`src/rtl/pio_pkg.sv`:
```
// Shared types and constants for the PC I/O port register block.
// Holds port numbers, CMOS indices, model codes and the store write bundles.
// No dependencies.
package pio_pkg;

   localparam int unsigned CRTC_DEPTH = 32;
   localparam int unsigned CMOS_DEPTH = 64;
   localparam int unsigned CRTC_AW    = $clog2(CRTC_DEPTH);
   localparam int unsigned CMOS_AW    = $clog2(CMOS_DEPTH);

   localparam logic [2:0] MODEL_NONE = 3'd0;
   localparam logic [2:0] MODEL_AT   = 3'd3;

   localparam logic REQ_READ  = 1'b0;
   localparam logic REQ_WRITE = 1'b1;

   localparam logic [15:0] PORT_PIT_BASE  = 16'h0040;
   localparam logic [15:0] PORT_PIC_MASK  = 16'h0021;
   localparam logic [15:0] PORT_SYS_CTL_B = 16'h0061;
   localparam logic [15:0] PORT_CMOS_IDX  = 16'h0070;
   localparam logic [15:0] PORT_CMOS_DATA = 16'h0071;
   localparam logic [15:0] PORT_CRTC_IDX  = 16'h03D4;
   localparam logic [15:0] PORT_CRTC_DATA = 16'h03D5;

   localparam logic [CMOS_AW-1:0] CMOS_IDX_SEC   = 6'h00;
   localparam logic [CMOS_AW-1:0] CMOS_IDX_MIN   = 6'h02;
   localparam logic [CMOS_AW-1:0] CMOS_IDX_HOUR  = 6'h04;
   localparam logic [CMOS_AW-1:0] CMOS_IDX_WDAY  = 6'h06;
   localparam logic [CMOS_AW-1:0] CMOS_IDX_MDAY  = 6'h07;
   localparam logic [CMOS_AW-1:0] CMOS_IDX_MONTH = 6'h08;
   localparam logic [CMOS_AW-1:0] CMOS_IDX_YEAR  = 6'h09;
   localparam logic [CMOS_AW-1:0] CMOS_IDX_FLOPPY = 6'h10;
   localparam logic [CMOS_AW-1:0] CMOS_IDX_HDD   = 6'h12;
   localparam logic [CMOS_AW-1:0] CMOS_IDX_BASE_LO = 6'h15;
   localparam logic [CMOS_AW-1:0] CMOS_IDX_BASE_HI = 6'h16;
   localparam logic [CMOS_AW-1:0] CMOS_IDX_EXT_LO = 6'h17;
   localparam logic [CMOS_AW-1:0] CMOS_IDX_EXT_HI = 6'h18;

   localparam logic [7:0] CMOS_VAL_FLOPPY  = 8'h44;
   localparam logic [7:0] CMOS_VAL_HDD     = 8'h00;
   localparam logic [7:0] CMOS_VAL_BASE_LO = 8'h80;
   localparam logic [7:0] CMOS_VAL_BASE_HI = 8'h02;
   localparam logic [7:0] CMOS_VAL_EXT_LO  = 8'h00;
   localparam logic [7:0] CMOS_VAL_EXT_HI  = 8'h04;

   localparam logic [7:0] DATA_FLOAT = 8'hFF;

   typedef struct packed {
      logic [2:0]  pad;
      logic [6:0]  now_year_low;
      logic [3:0]  now_month;
      logic [4:0]  now_monthday;
      logic [2:0]  now_weekday;
      logic [4:0]  now_hour;
      logic [5:0]  now_minute;
      logic [5:0]  now_second;
      logic        time_valid;
      logic [7:0]  write_data;
      logic [15:0] port_addr;
   } req_payload_type;

   typedef struct packed {
      logic               en;
      logic [CRTC_AW-1:0] addr;
      logic [7:0]         data;
   } crtc_wr_type;

   typedef struct packed {
      logic               en;
      logic [CMOS_AW-1:0] addr;
      logic [7:0]         data;
   } cmos_wr_type;

endpackage

```
`src/rtl/pio_crtc_file.sv`:
```
// CRTC register file: 32 bytes in flip-flops, cleared by reset.
// One write port and one asynchronous read port at the selected index.
// Depends on pio_pkg.
module pio_crtc_file (
   input  logic                         clock,
   input  logic                         reset,
   input  pio_pkg::crtc_wr_type         wr,
   input  logic [pio_pkg::CRTC_AW-1:0]  rd_addr,
   output logic [7:0]                   rd_data
);

   logic [7:0] regs_ff [pio_pkg::CRTC_DEPTH];

   always_ff @(posedge clock) begin
      if (reset) begin
         for (int i = 0; i < int'(pio_pkg::CRTC_DEPTH); i++) begin
            regs_ff[i] <= 8'h00;
         end
      end else if (wr.en) begin
         regs_ff[wr.addr] <= wr.data;
      end
   end

   assign rd_data = regs_ff[rd_addr];

endmodule

```
`src/rtl/pio_cmos_ram.sv`:
```
// CMOS byte store: 64-entry memory with registered read and per-entry valid bits.
// The read port follows the next select value, so rd_data always shows the current entry.
// Depends on pio_pkg.
module pio_cmos_ram (
   input  logic                         clock,
   input  logic                         reset,
   input  pio_pkg::cmos_wr_type         wr,
   input  logic [pio_pkg::CMOS_AW-1:0]  rd_addr,
   output logic [7:0]                   rd_data
);

   logic [7:0]                    mem_ff [pio_pkg::CMOS_DEPTH];
   logic [7:0]                    mem_q_ff;
   logic [pio_pkg::CMOS_DEPTH-1:0] valid_ff;
   logic [pio_pkg::CMOS_DEPTH-1:0] valid_in;
   logic                          vld_q_ff;
   logic                          byp_ff;
   logic [7:0]                    byp_data_ff;

   always_comb begin
      valid_in = valid_ff;
      if (wr.en) begin
         valid_in[wr.addr] = 1'b1;
      end
   end

   always_ff @(posedge clock) begin
      if (reset) begin
         valid_ff <= '0;
         vld_q_ff <= 1'b0;
         byp_ff   <= 1'b0;
      end else begin
         valid_ff <= valid_in;
         vld_q_ff <= valid_ff[rd_addr];
         byp_ff   <= wr.en && (wr.addr == rd_addr);
      end
   end

   always_ff @(posedge clock) begin
      if (wr.en) begin
         mem_ff[wr.addr] <= wr.data;
      end
      mem_q_ff    <= mem_ff[rd_addr];
      byp_data_ff <= wr.data;
   end

   assign rd_data = byp_ff ? byp_data_ff : (vld_q_ff ? mem_q_ff : 8'h00);

endmodule

```
`src/rtl/pc_io_port_register_block_core.sv`:
```
// Top level of the PC I/O port register block: input register, port decode, result register.
// Instantiates pio_crtc_file and pio_cmos_ram; depends on pio_pkg.
// One transaction in, one read byte out.

// Each request transaction is held in the input register and then in the result
// register, with decode and store access between them.
// A new transaction is accepted every cycle while the result side keeps up; the CMOS
// memory read is registered and follows the index register, so its data is ready at decode.
// Reset clears the control state, the CRTC file and the CMOS valid bits at once; no clearing pass is needed.
module pc_io_port_register_block_core (
   input  logic        clock,
   input  logic        reset,
   input  logic        csr_valid,
   output logic        csr_ready,
   input  logic [2:0]  csr_data,    // machine_model
   input  logic        req_tvalid,
   output logic        req_tready,
   // port_addr[15:0], write_data[23:16], time_valid[24], now_second[30:25],
   // now_minute[36:31], now_hour[41:37], now_weekday[44:42], now_monthday[49:45],
   // now_month[53:50], now_year_low[60:54], zero[63:61]
   input  logic [63:0] req_tdata,
   input  logic        req_tuser,   // req_type
   output logic        rsp_tvalid,
   input  logic        rsp_tready,
   output logic [7:0]  rsp_tdata    // read_data
);

   logic [2:0]                   model_ff;
   logic                         in_valid_ff;
   pio_pkg::req_payload_type     req_ff;
   logic                         req_type_ff;
   logic                         rsp_valid_ff;
   logic [7:0]                   rsp_data_ff;
   logic [7:0]                   rsp_data_in;
   logic [7:0]                   tick_ff;
   logic [7:0]                   tick_in;
   logic [7:0]                   sys_ctl_ff;
   logic [7:0]                   sys_ctl_in;
   logic [pio_pkg::CRTC_AW-1:0]  crtc_sel_ff;
   logic [pio_pkg::CRTC_AW-1:0]  crtc_sel_in;
   logic [pio_pkg::CMOS_AW-1:0]  cmos_sel_ff;
   logic [pio_pkg::CMOS_AW-1:0]  cmos_sel_in;
   logic                         advance;
   logic                         is_none;
   logic                         is_at;
   logic                         is_write;
   logic [15:0]                  port;
   logic [7:0]                   wdata;
   logic [7:0]                   crtc_rd;
   logic [7:0]                   cmos_rd;
   logic [7:0]                   cmos_val;
   pio_pkg::crtc_wr_type         crtc_wr;
   pio_pkg::cmos_wr_type         cmos_wr;

   assign csr_ready  = 1'b1;
   assign advance    = in_valid_ff && (!rsp_valid_ff || rsp_tready);
   assign req_tready = !in_valid_ff || advance;
   assign rsp_tvalid = rsp_valid_ff;
   assign rsp_tdata  = rsp_data_ff;

   assign is_none  = (model_ff == pio_pkg::MODEL_NONE);
   assign is_at    = (model_ff == pio_pkg::MODEL_AT);
   assign is_write = (req_type_ff == pio_pkg::REQ_WRITE);
   assign port     = req_ff.port_addr;
   assign wdata    = req_ff.write_data;

   always_comb begin
      case (cmos_sel_ff)
         pio_pkg::CMOS_IDX_SEC: begin
            cmos_val = req_ff.time_valid ? {2'b00, req_ff.now_second} : 8'h00;
         end
         pio_pkg::CMOS_IDX_MIN: begin
            cmos_val = req_ff.time_valid ? {2'b00, req_ff.now_minute} : 8'h00;
         end
         pio_pkg::CMOS_IDX_HOUR: begin
            cmos_val = req_ff.time_valid ? {3'b000, req_ff.now_hour} : 8'h00;
         end
         pio_pkg::CMOS_IDX_WDAY: begin
            cmos_val = req_ff.time_valid ? {5'b00000, req_ff.now_weekday} : 8'h00;
         end
         pio_pkg::CMOS_IDX_MDAY: begin
            cmos_val = req_ff.time_valid ? {3'b000, req_ff.now_monthday} : 8'h00;
         end
         pio_pkg::CMOS_IDX_MONTH: begin
            cmos_val = req_ff.time_valid ? {4'b0000, req_ff.now_month} : 8'h00;
         end
         pio_pkg::CMOS_IDX_YEAR: begin
            cmos_val = req_ff.time_valid ? {1'b0, req_ff.now_year_low} : 8'h00;
         end
         pio_pkg::CMOS_IDX_FLOPPY:  cmos_val = pio_pkg::CMOS_VAL_FLOPPY;
         pio_pkg::CMOS_IDX_HDD:     cmos_val = pio_pkg::CMOS_VAL_HDD;
         pio_pkg::CMOS_IDX_BASE_LO: cmos_val = pio_pkg::CMOS_VAL_BASE_LO;
         pio_pkg::CMOS_IDX_BASE_HI: cmos_val = pio_pkg::CMOS_VAL_BASE_HI;
         pio_pkg::CMOS_IDX_EXT_LO:  cmos_val = pio_pkg::CMOS_VAL_EXT_LO;
         pio_pkg::CMOS_IDX_EXT_HI:  cmos_val = pio_pkg::CMOS_VAL_EXT_HI;
         default:                   cmos_val = cmos_rd;
      endcase
   end

   always_comb begin
      tick_in      = tick_ff;
      sys_ctl_in   = sys_ctl_ff;
      crtc_sel_in  = crtc_sel_ff;
      cmos_sel_in  = cmos_sel_ff;
      crtc_wr.en   = 1'b0;
      crtc_wr.addr = crtc_sel_ff;
      crtc_wr.data = wdata;
      cmos_wr.en   = 1'b0;
      cmos_wr.addr = cmos_sel_ff;
      cmos_wr.data = wdata;
      rsp_data_in  = pio_pkg::DATA_FLOAT;
      if (is_write) begin
         rsp_data_in = 8'h00;
         if (advance && !is_none) begin
            if (port == pio_pkg::PORT_SYS_CTL_B) begin
               sys_ctl_in = wdata;
            end else if (port == pio_pkg::PORT_CRTC_IDX) begin
               crtc_sel_in = wdata[pio_pkg::CRTC_AW-1:0];
            end else if (port == pio_pkg::PORT_CRTC_DATA) begin
               crtc_wr.en = 1'b1;
            end else if (port == pio_pkg::PORT_CMOS_IDX && is_at) begin
               cmos_sel_in = wdata[pio_pkg::CMOS_AW-1:0];
            end else if (port == pio_pkg::PORT_CMOS_DATA && is_at) begin
               cmos_wr.en = 1'b1;
            end
         end
      end else if (is_none) begin
         rsp_data_in = pio_pkg::DATA_FLOAT;
      end else if (port[15:2] == pio_pkg::PORT_PIT_BASE[15:2]) begin
         rsp_data_in = tick_ff + 8'd1;
         if (advance) begin
            tick_in = tick_ff + 8'd1;
         end
      end else if (port == pio_pkg::PORT_SYS_CTL_B) begin
         rsp_data_in = sys_ctl_ff;
      end else if (port == pio_pkg::PORT_CRTC_DATA) begin
         rsp_data_in = crtc_rd;
      end else if (port == pio_pkg::PORT_PIC_MASK) begin
         rsp_data_in = 8'h00;
      end else if (port == pio_pkg::PORT_CMOS_DATA && is_at) begin
         rsp_data_in = cmos_val;
      end
   end

   always_ff @(posedge clock) begin
      if (reset) begin
         model_ff     <= pio_pkg::MODEL_NONE;
         in_valid_ff  <= 1'b0;
         rsp_valid_ff <= 1'b0;
         tick_ff      <= 8'h00;
         sys_ctl_ff   <= 8'h00;
         crtc_sel_ff  <= '0;
         cmos_sel_ff  <= '0;
      end else begin
         if (csr_valid && csr_ready) begin
            model_ff <= csr_data;
         end
         if (req_tvalid && req_tready) begin
            in_valid_ff <= 1'b1;
         end else if (advance) begin
            in_valid_ff <= 1'b0;
         end
         if (advance) begin
            rsp_valid_ff <= 1'b1;
         end else if (rsp_tready) begin
            rsp_valid_ff <= 1'b0;
         end
         tick_ff     <= tick_in;
         sys_ctl_ff  <= sys_ctl_in;
         crtc_sel_ff <= crtc_sel_in;
         cmos_sel_ff <= cmos_sel_in;
      end
   end

   always_ff @(posedge clock) begin
      if (req_tvalid && req_tready) begin
         req_ff      <= pio_pkg::req_payload_type'(req_tdata);
         req_type_ff <= req_tuser;
      end
      if (advance) begin
         rsp_data_ff <= rsp_data_in;
      end
   end

   pio_crtc_file u_crtc (
      .clock   (clock),
      .reset   (reset),
      .wr      (crtc_wr),
      .rd_addr (crtc_sel_ff),
      .rd_data (crtc_rd)
   );

   pio_cmos_ram u_cmos (
      .clock   (clock),
      .reset   (reset),
      .wr      (cmos_wr),
      .rd_addr (cmos_sel_in),
      .rd_data (cmos_rd)
   );

endmodule
```
`config.mk`:
```
export PLATFORM = sky130hd
export DESIGN_NAME = pc_io_port_register_block_core
export DESIGN_NICKNAME = d
export VERILOG_FILES = /design/src/rtl/pio_pkg.sv /design/src/rtl/pio_crtc_file.sv /design/src/rtl/pio_cmos_ram.sv /design/src/rtl/pc_io_port_register_block_core.sv
export SDC_FILE = /design/constraint.sdc
export NUM_CORES = 1
export LEC_CHECK = 0
export ABC_CLOCK_PERIOD_IN_PS = 10320
export BUFFER_PORTS_ARGS = -buffer_cell sky130_fd_sc_hd__buf_2
export CORE_ASPECT_RATIO = 0.7
export CORE_MARGIN = 5
export CORE_UTILIZATION = 60
export DETAILED_ROUTE_END_ITERATION = 10
export PLACE_DENSITY_LB_ADDON = 0.08
export SLEW_MARGIN = 20
export SYNTH_ARGS = -nofsm -noshare
export SYNTH_HDL_FRONTEND = slang
export SYNTH_HIERARCHICAL = 1
export SYNTH_SLANG_ARGS = --single-unit
export TNS_END_PERCENT = 5
```
`constraint.sdc`:
```
create_clock -name clock -period 10.32 [get_ports clock]
set_clock_uncertainty 0.05 [all_clocks]
set_input_delay 1.032 -clock clock [delete_from_list [all_inputs] [get_ports clock]]
set_output_delay 1.032 -clock clock [all_outputs]
set_load 0.01 [all_outputs]
```
==> run summary <==
The overall via count from detail_route is about 21k. A synthesized cell averages roughly 17 sq um. The clock reaches the later pin of the worst-skew pair after roughly 640 ps. The time the final worst path needs with I/O delays and setup is between 5000 and 6000 ps.

The fraction of power spent switching nets came out at 0.1981. The post-synthesis instance area came out at between 0.03 and 0.04 sq mm. The number of placement rows came out at 78. In this run, the number of DRC markers left after iteration 0 of detailed routing was between 2k and 2.5k.

The fill cell instance count of the final layout is about 4.4k. Buffers inserted to repair hold after CTS numbered 0. Entering global routing, the biggest net connects between 90 and 100 pins. The share of power burned in the clock network came out at 0.414. The length in cells of the worst reg-to-reg path came out at 9.

The number of global-route vias before repair is about 21k. The share of layout cells above drive strength 1 came out at 0.2157. The max-slew violation total from the final report is 0. The share of total power dissipated in combinational logic is 0.021.

The final wirelength is approximately 90 mm. Measured along the y axis, the die boundary spans ~220 um. Among all flip-flop cells after synthesis, the most frequent one is sky130_fd_sc_hd__edfxtp_1. The number of maximum-capacitance constraint violations is 0. Synthesis produced roughly 2.3k cells.

For this configuration, the core starts out at a cell density of 0.6065. Setup repair after global routing left no endpoint under its margin. After floorplanning, the core was sized to cover between 0.06 and 0.07 sq mm. Of the synthesized area, sequential elements account for 0.6984. The post-detailed-route via-to-cell ratio came out at 6.348. The area added between synthesis and finish is 9.713%. The detailed-router iteration count before antenna repair is 8. The post-synthesis async set-or-reset flop share came out at 0. The critical path class is flop to flop.

The DRC violation count after routing came out at 0. The worst setup path is launched from a flop. The biggest fanout along the worst timing path is 48. Of the available clock period, the critical path in the final layout requires 0.5378.

The portion of total power attributed to sequential cells is 0.564. In this run the remaining antenna-violating nets after routing total 0. Detailed placement finished with a half-perimeter wire length of 55.23 mm. The analysis attributes to cell leakage a power of roughly 14 nW. The x dimension of the die came out at around 320 um. Power spread over the standard cell area amounts to roughly 180 mW/mm^2.

The maximum level of the CTS H-tree is 3. The post-synthesis net count is about 2.4k. Hold timing on the final database bottoms out at a slack of ~420 ps.

The initial antenna violation count came out at 6. The number of buffers on the longest clock path came out at 3. The net switching power figure came out at about 0.0015 W. The min-delay analysis places its worst path in the category flop to flop. The run finished with clean final reports. Pin placement for this block handled 84 I/O pins. Counting the buffers created by CTS gives a little under 90. The number of setup buffers added after CTS is 0. The number of hold-slack violations in the final timing report is 0. The most common library cell in the layout ignoring fill and taps is sky130_fd_sc_hd__edfxtp_1. The post-CTS clock slew at the launch and capture registers of the worst setup and hold paths is around 60 ps.

The met2 wire length came out at about 40 mm. The last weighted congestion value of the routability-driven placer came out at between 0.8 and 0.9. For this run, the total global-route usage over all layers was measured as 0.2570. The relative max-transition margin is 0.2095. Data on the critical path is required at its endpoint by roughly 11000 ps. The net count of the finished layout is roughly 2.5k. The wire length of the first global-routing pass is about 140 mm. Yosys mapped a number of flops with a built-in enable equal to around 840. The met1 layer wirelength in the final routing came out at roughly 39 mm. The cell-internal power came out at 0.006083 W.

For this run the aggregate overflow at the end of global routing stands at 0. After detailed routing, the average wire length per cell comes to approximately 27 um. At the pin with the least slew margin, the transition time is 1181 ps. The number of storage elements in the synthesis netlist came out at approximately 950. The number of different library cells used by synthesis comes to slightly below 80.

The post-cts gate resize count came out at 0. The number of clock sinks seen by CTS is around 950. For the final routed database, the setup TNS stands at 0 ps. The fraction of the core area covered by cells at the end of the flow is 0.6654.

For the worst setup path, the data arrival time is 6010 ps. Wire segments on met3 add up to 9.279 mm in the final route. The die area came out at a little over 0.07 sq mm. The cell sitting at the root of the clock tree is a sky130_fd_sc_hd__clkbuf_16.

Setup violations remaining at the end of the flow were counted as 0. TritonCTS built the clock tree. The top cell types in the final layout, fill and taps aside, are sky130_fd_sc_hd__edfxtp_1 (838), sky130_fd_sc_hd__and2_1 (260), sky130_fd_sc_hd__nor2_1 (244), sky130_fd_sc_hd__mux4_2 (215), sky130_fd_sc_hd__dfxtp_1 (112). The maximum VDD drop is 152.1 uV. During synthesis, Yosys emitted a total of 6 warnings. The worst hold path cell count came out at 1. The number of buffers inserted by port buffering is 79. STA classifies the critical path endpoint as a flop. Static timing analysis puts the maximum clock frequency at 180.2 MHz.

Signal routing reaches up to met5.
==> synthesized netlist by cell type (all sizes together), types with 4 or more instances <==
| cell | number | share of area |
|---|---|---|
| mux4 | 219 | 0.13 |
| mux2 | 24 | 0.0069 |
| nor2b | 25 | 0.0040 |
| xnor2 | 5 | 0.0011 |
| a22o | 7 | 0.0016 |
| edfxtp | 838 | 0.64 |
| o21ai | 32 | 0.0041 |
| or3b | 6 | 0.0013 |
| nor3b | 4 | 0.00076 |
| a211o | 4 | 0.00092 |
| buf | 65 | 0.012 |
| or3 | 14 | 0.0022 |
| clkbuf | 75 | 0.0072 |
| nor3 | 26 | 0.0036 |
| o22ai | 29 | 0.0046 |
| or2 | 34 | 0.0054 |
| nand3b | 5 | 0.00096 |
| and2 | 261 | 0.042 |
| a211oi | 8 | 0.0015 |
| o22a | 6 | 0.0013 |
| nor4 | 12 | 0.0032 |
| dfxtp | 114 | 0.058 |
| xor2 | 14 | 0.0031 |
| nand3 | 26 | 0.0033 |
| a31oi | 7 | 0.0011 |
| nand2 | 42 | 0.0040 |
| a21oi | 31 | 0.0039 |
| o31ai | 5 | 0.00096 |
| nand4b | 6 | 0.0013 |
| nand4 | 6 | 0.00096 |
| a221oi | 6 | 0.0013 |
| o32ai | 6 | 0.0013 |
| and3 | 7 | 0.0011 |
| nor2 | 247 | 0.024 |
| o21a | 17 | 0.0032 |
| nand2b | 10 | 0.0016 |
| mux2i | 39 | 0.0099 |
==> layer usage <==
layer | track usage | vias to the layer above
met5 | 0.008021 | -
met2 | 0.3719 | 964
met4 | 0.06782 | 8
met1 | 0.3902 | 10930
li1 | - | 9173
met3 | 0.07528 | 158
==> state kept, by name, summed over array words and instances, names as in the netlist <==
| name | count |
|---|---|
| u_cmos/mem_ff | 512 |
| u_crtc/regs_ff | 256 |
| u_cmos/valid_ff | 64 |
| req_ff | 37 |
| port | 16 |
| rsp_tdata | 8 |
| sys_ctl_ff | 8 |
| tick_ff | 8 |
| u_cmos/byp_data_ff | 8 |
| u_cmos/mem_q_ff | 8 |
| wdata | 8 |
| cmos_sel_ff | 6 |
| crtc_sel_ff | 5 |
| model_ff | 3 |
| in_valid_ff | 1 |
| is_write | 1 |
| rsp_tvalid | 1 |
| u_cmos/byp_ff | 1 |
| u_cmos/vld_q_ff | 1 |
==> path summary, 6_finish.rpt <==
path                                                       start                          endpoint  slack (ps)
worst max-delay path                          is_write$_DFFE_PP_        u_cmos/vld_q_ff$_SDFF_PP0_        4770
worst max register to register                is_write$_DFFE_PP_        u_cmos/vld_q_ff$_SDFF_PP0_        4770
worst min-delay path            u_cmos/valid_ff[54]$_SDFFE_PP0P_  u_cmos/valid_ff[54]$_SDFFE_PP0P_         420
worst min register to register  u_cmos/valid_ff[54]$_SDFFE_PP0P_  u_cmos/valid_ff[54]$_SDFFE_PP0P_         420
==> area by class of cell <==
| class | instances | area (sq um) | area share |
|---|---|---|---|
| clock buffers | 137 | 2604 | 0.06039 |
| multi-input cells | 1233 | 11130 | 0.2581 |
| clock inverters | 26 | 180.2 | 0.004179 |
| flip-flops and latches | 952 | 27450 | 0.6366 |
| repair buffers | 110 | 630.6 | 0.01462 |
| inverters | 4 | 15.01 | 0.0003482 |
| diodes | 3 | 7.507 | 0.0001741 |
| well taps | 880 | 1101 | 0.02554 |
==> stage by stage <==
stage	setup slack, ps	total power [W]	area [sq um]	instances
after CTS	4829	0.007642	43110	3342
final	4770	0.007586	43120	3345
after detailed placement	4231	0.004527	40320	3179
after global placement	4253	0.004516	40320	3179
after floorplan	6320	0.004440	39300	2329
after global routing	4465	0.007825	43110	3343
==> critical path: stages, from the launching register on <==
cell                        delay (ps)
sky130_fd_sc_hd__edfxtp_1          590
sky130_fd_sc_hd__nand4b_1          380
sky130_fd_sc_hd__nor3_2            550
sky130_fd_sc_hd__and4_1            600
sky130_fd_sc_hd__mux2_8            570
sky130_fd_sc_hd__buf_4             790
sky130_fd_sc_hd__mux4_2            600
sky130_fd_sc_hd__mux2i_1           620
sky130_fd_sc_hd__a2111oi_0         320
sky130_fd_sc_hd__o2bb2ai_1         210
==> cells by family after synthesis <==
logic type	after synthesis	synth area share
flops	952	0.6984
xor+xnor	19	0.004234
other cells	1	0.00009542
mux	282	0.1427
compound gates	186	0.03203
buf+inv	144	0.01974
simple gates	744	0.1025
fa+ha+maj	1	0.0003183
==> power groups by stage <==
stage | sequential, W | combinational [W] | clock, W
4_1_cts | 0.00428 | 0.000164 | 0.00320
5_1_grt | 0.00428 | 0.000175 | 0.00337
6_report | 0.00428 | 0.000163 | 0.00314
3_5_place_dp | 0.00436 | 0.000164 | 0
2_1_floorplan | 0.00437 | 0.0000742 | 0
3_3_place_gp | 0.00436 | 0.000157 | 0
No activity file was read; power rests on OpenSTA's default activity.
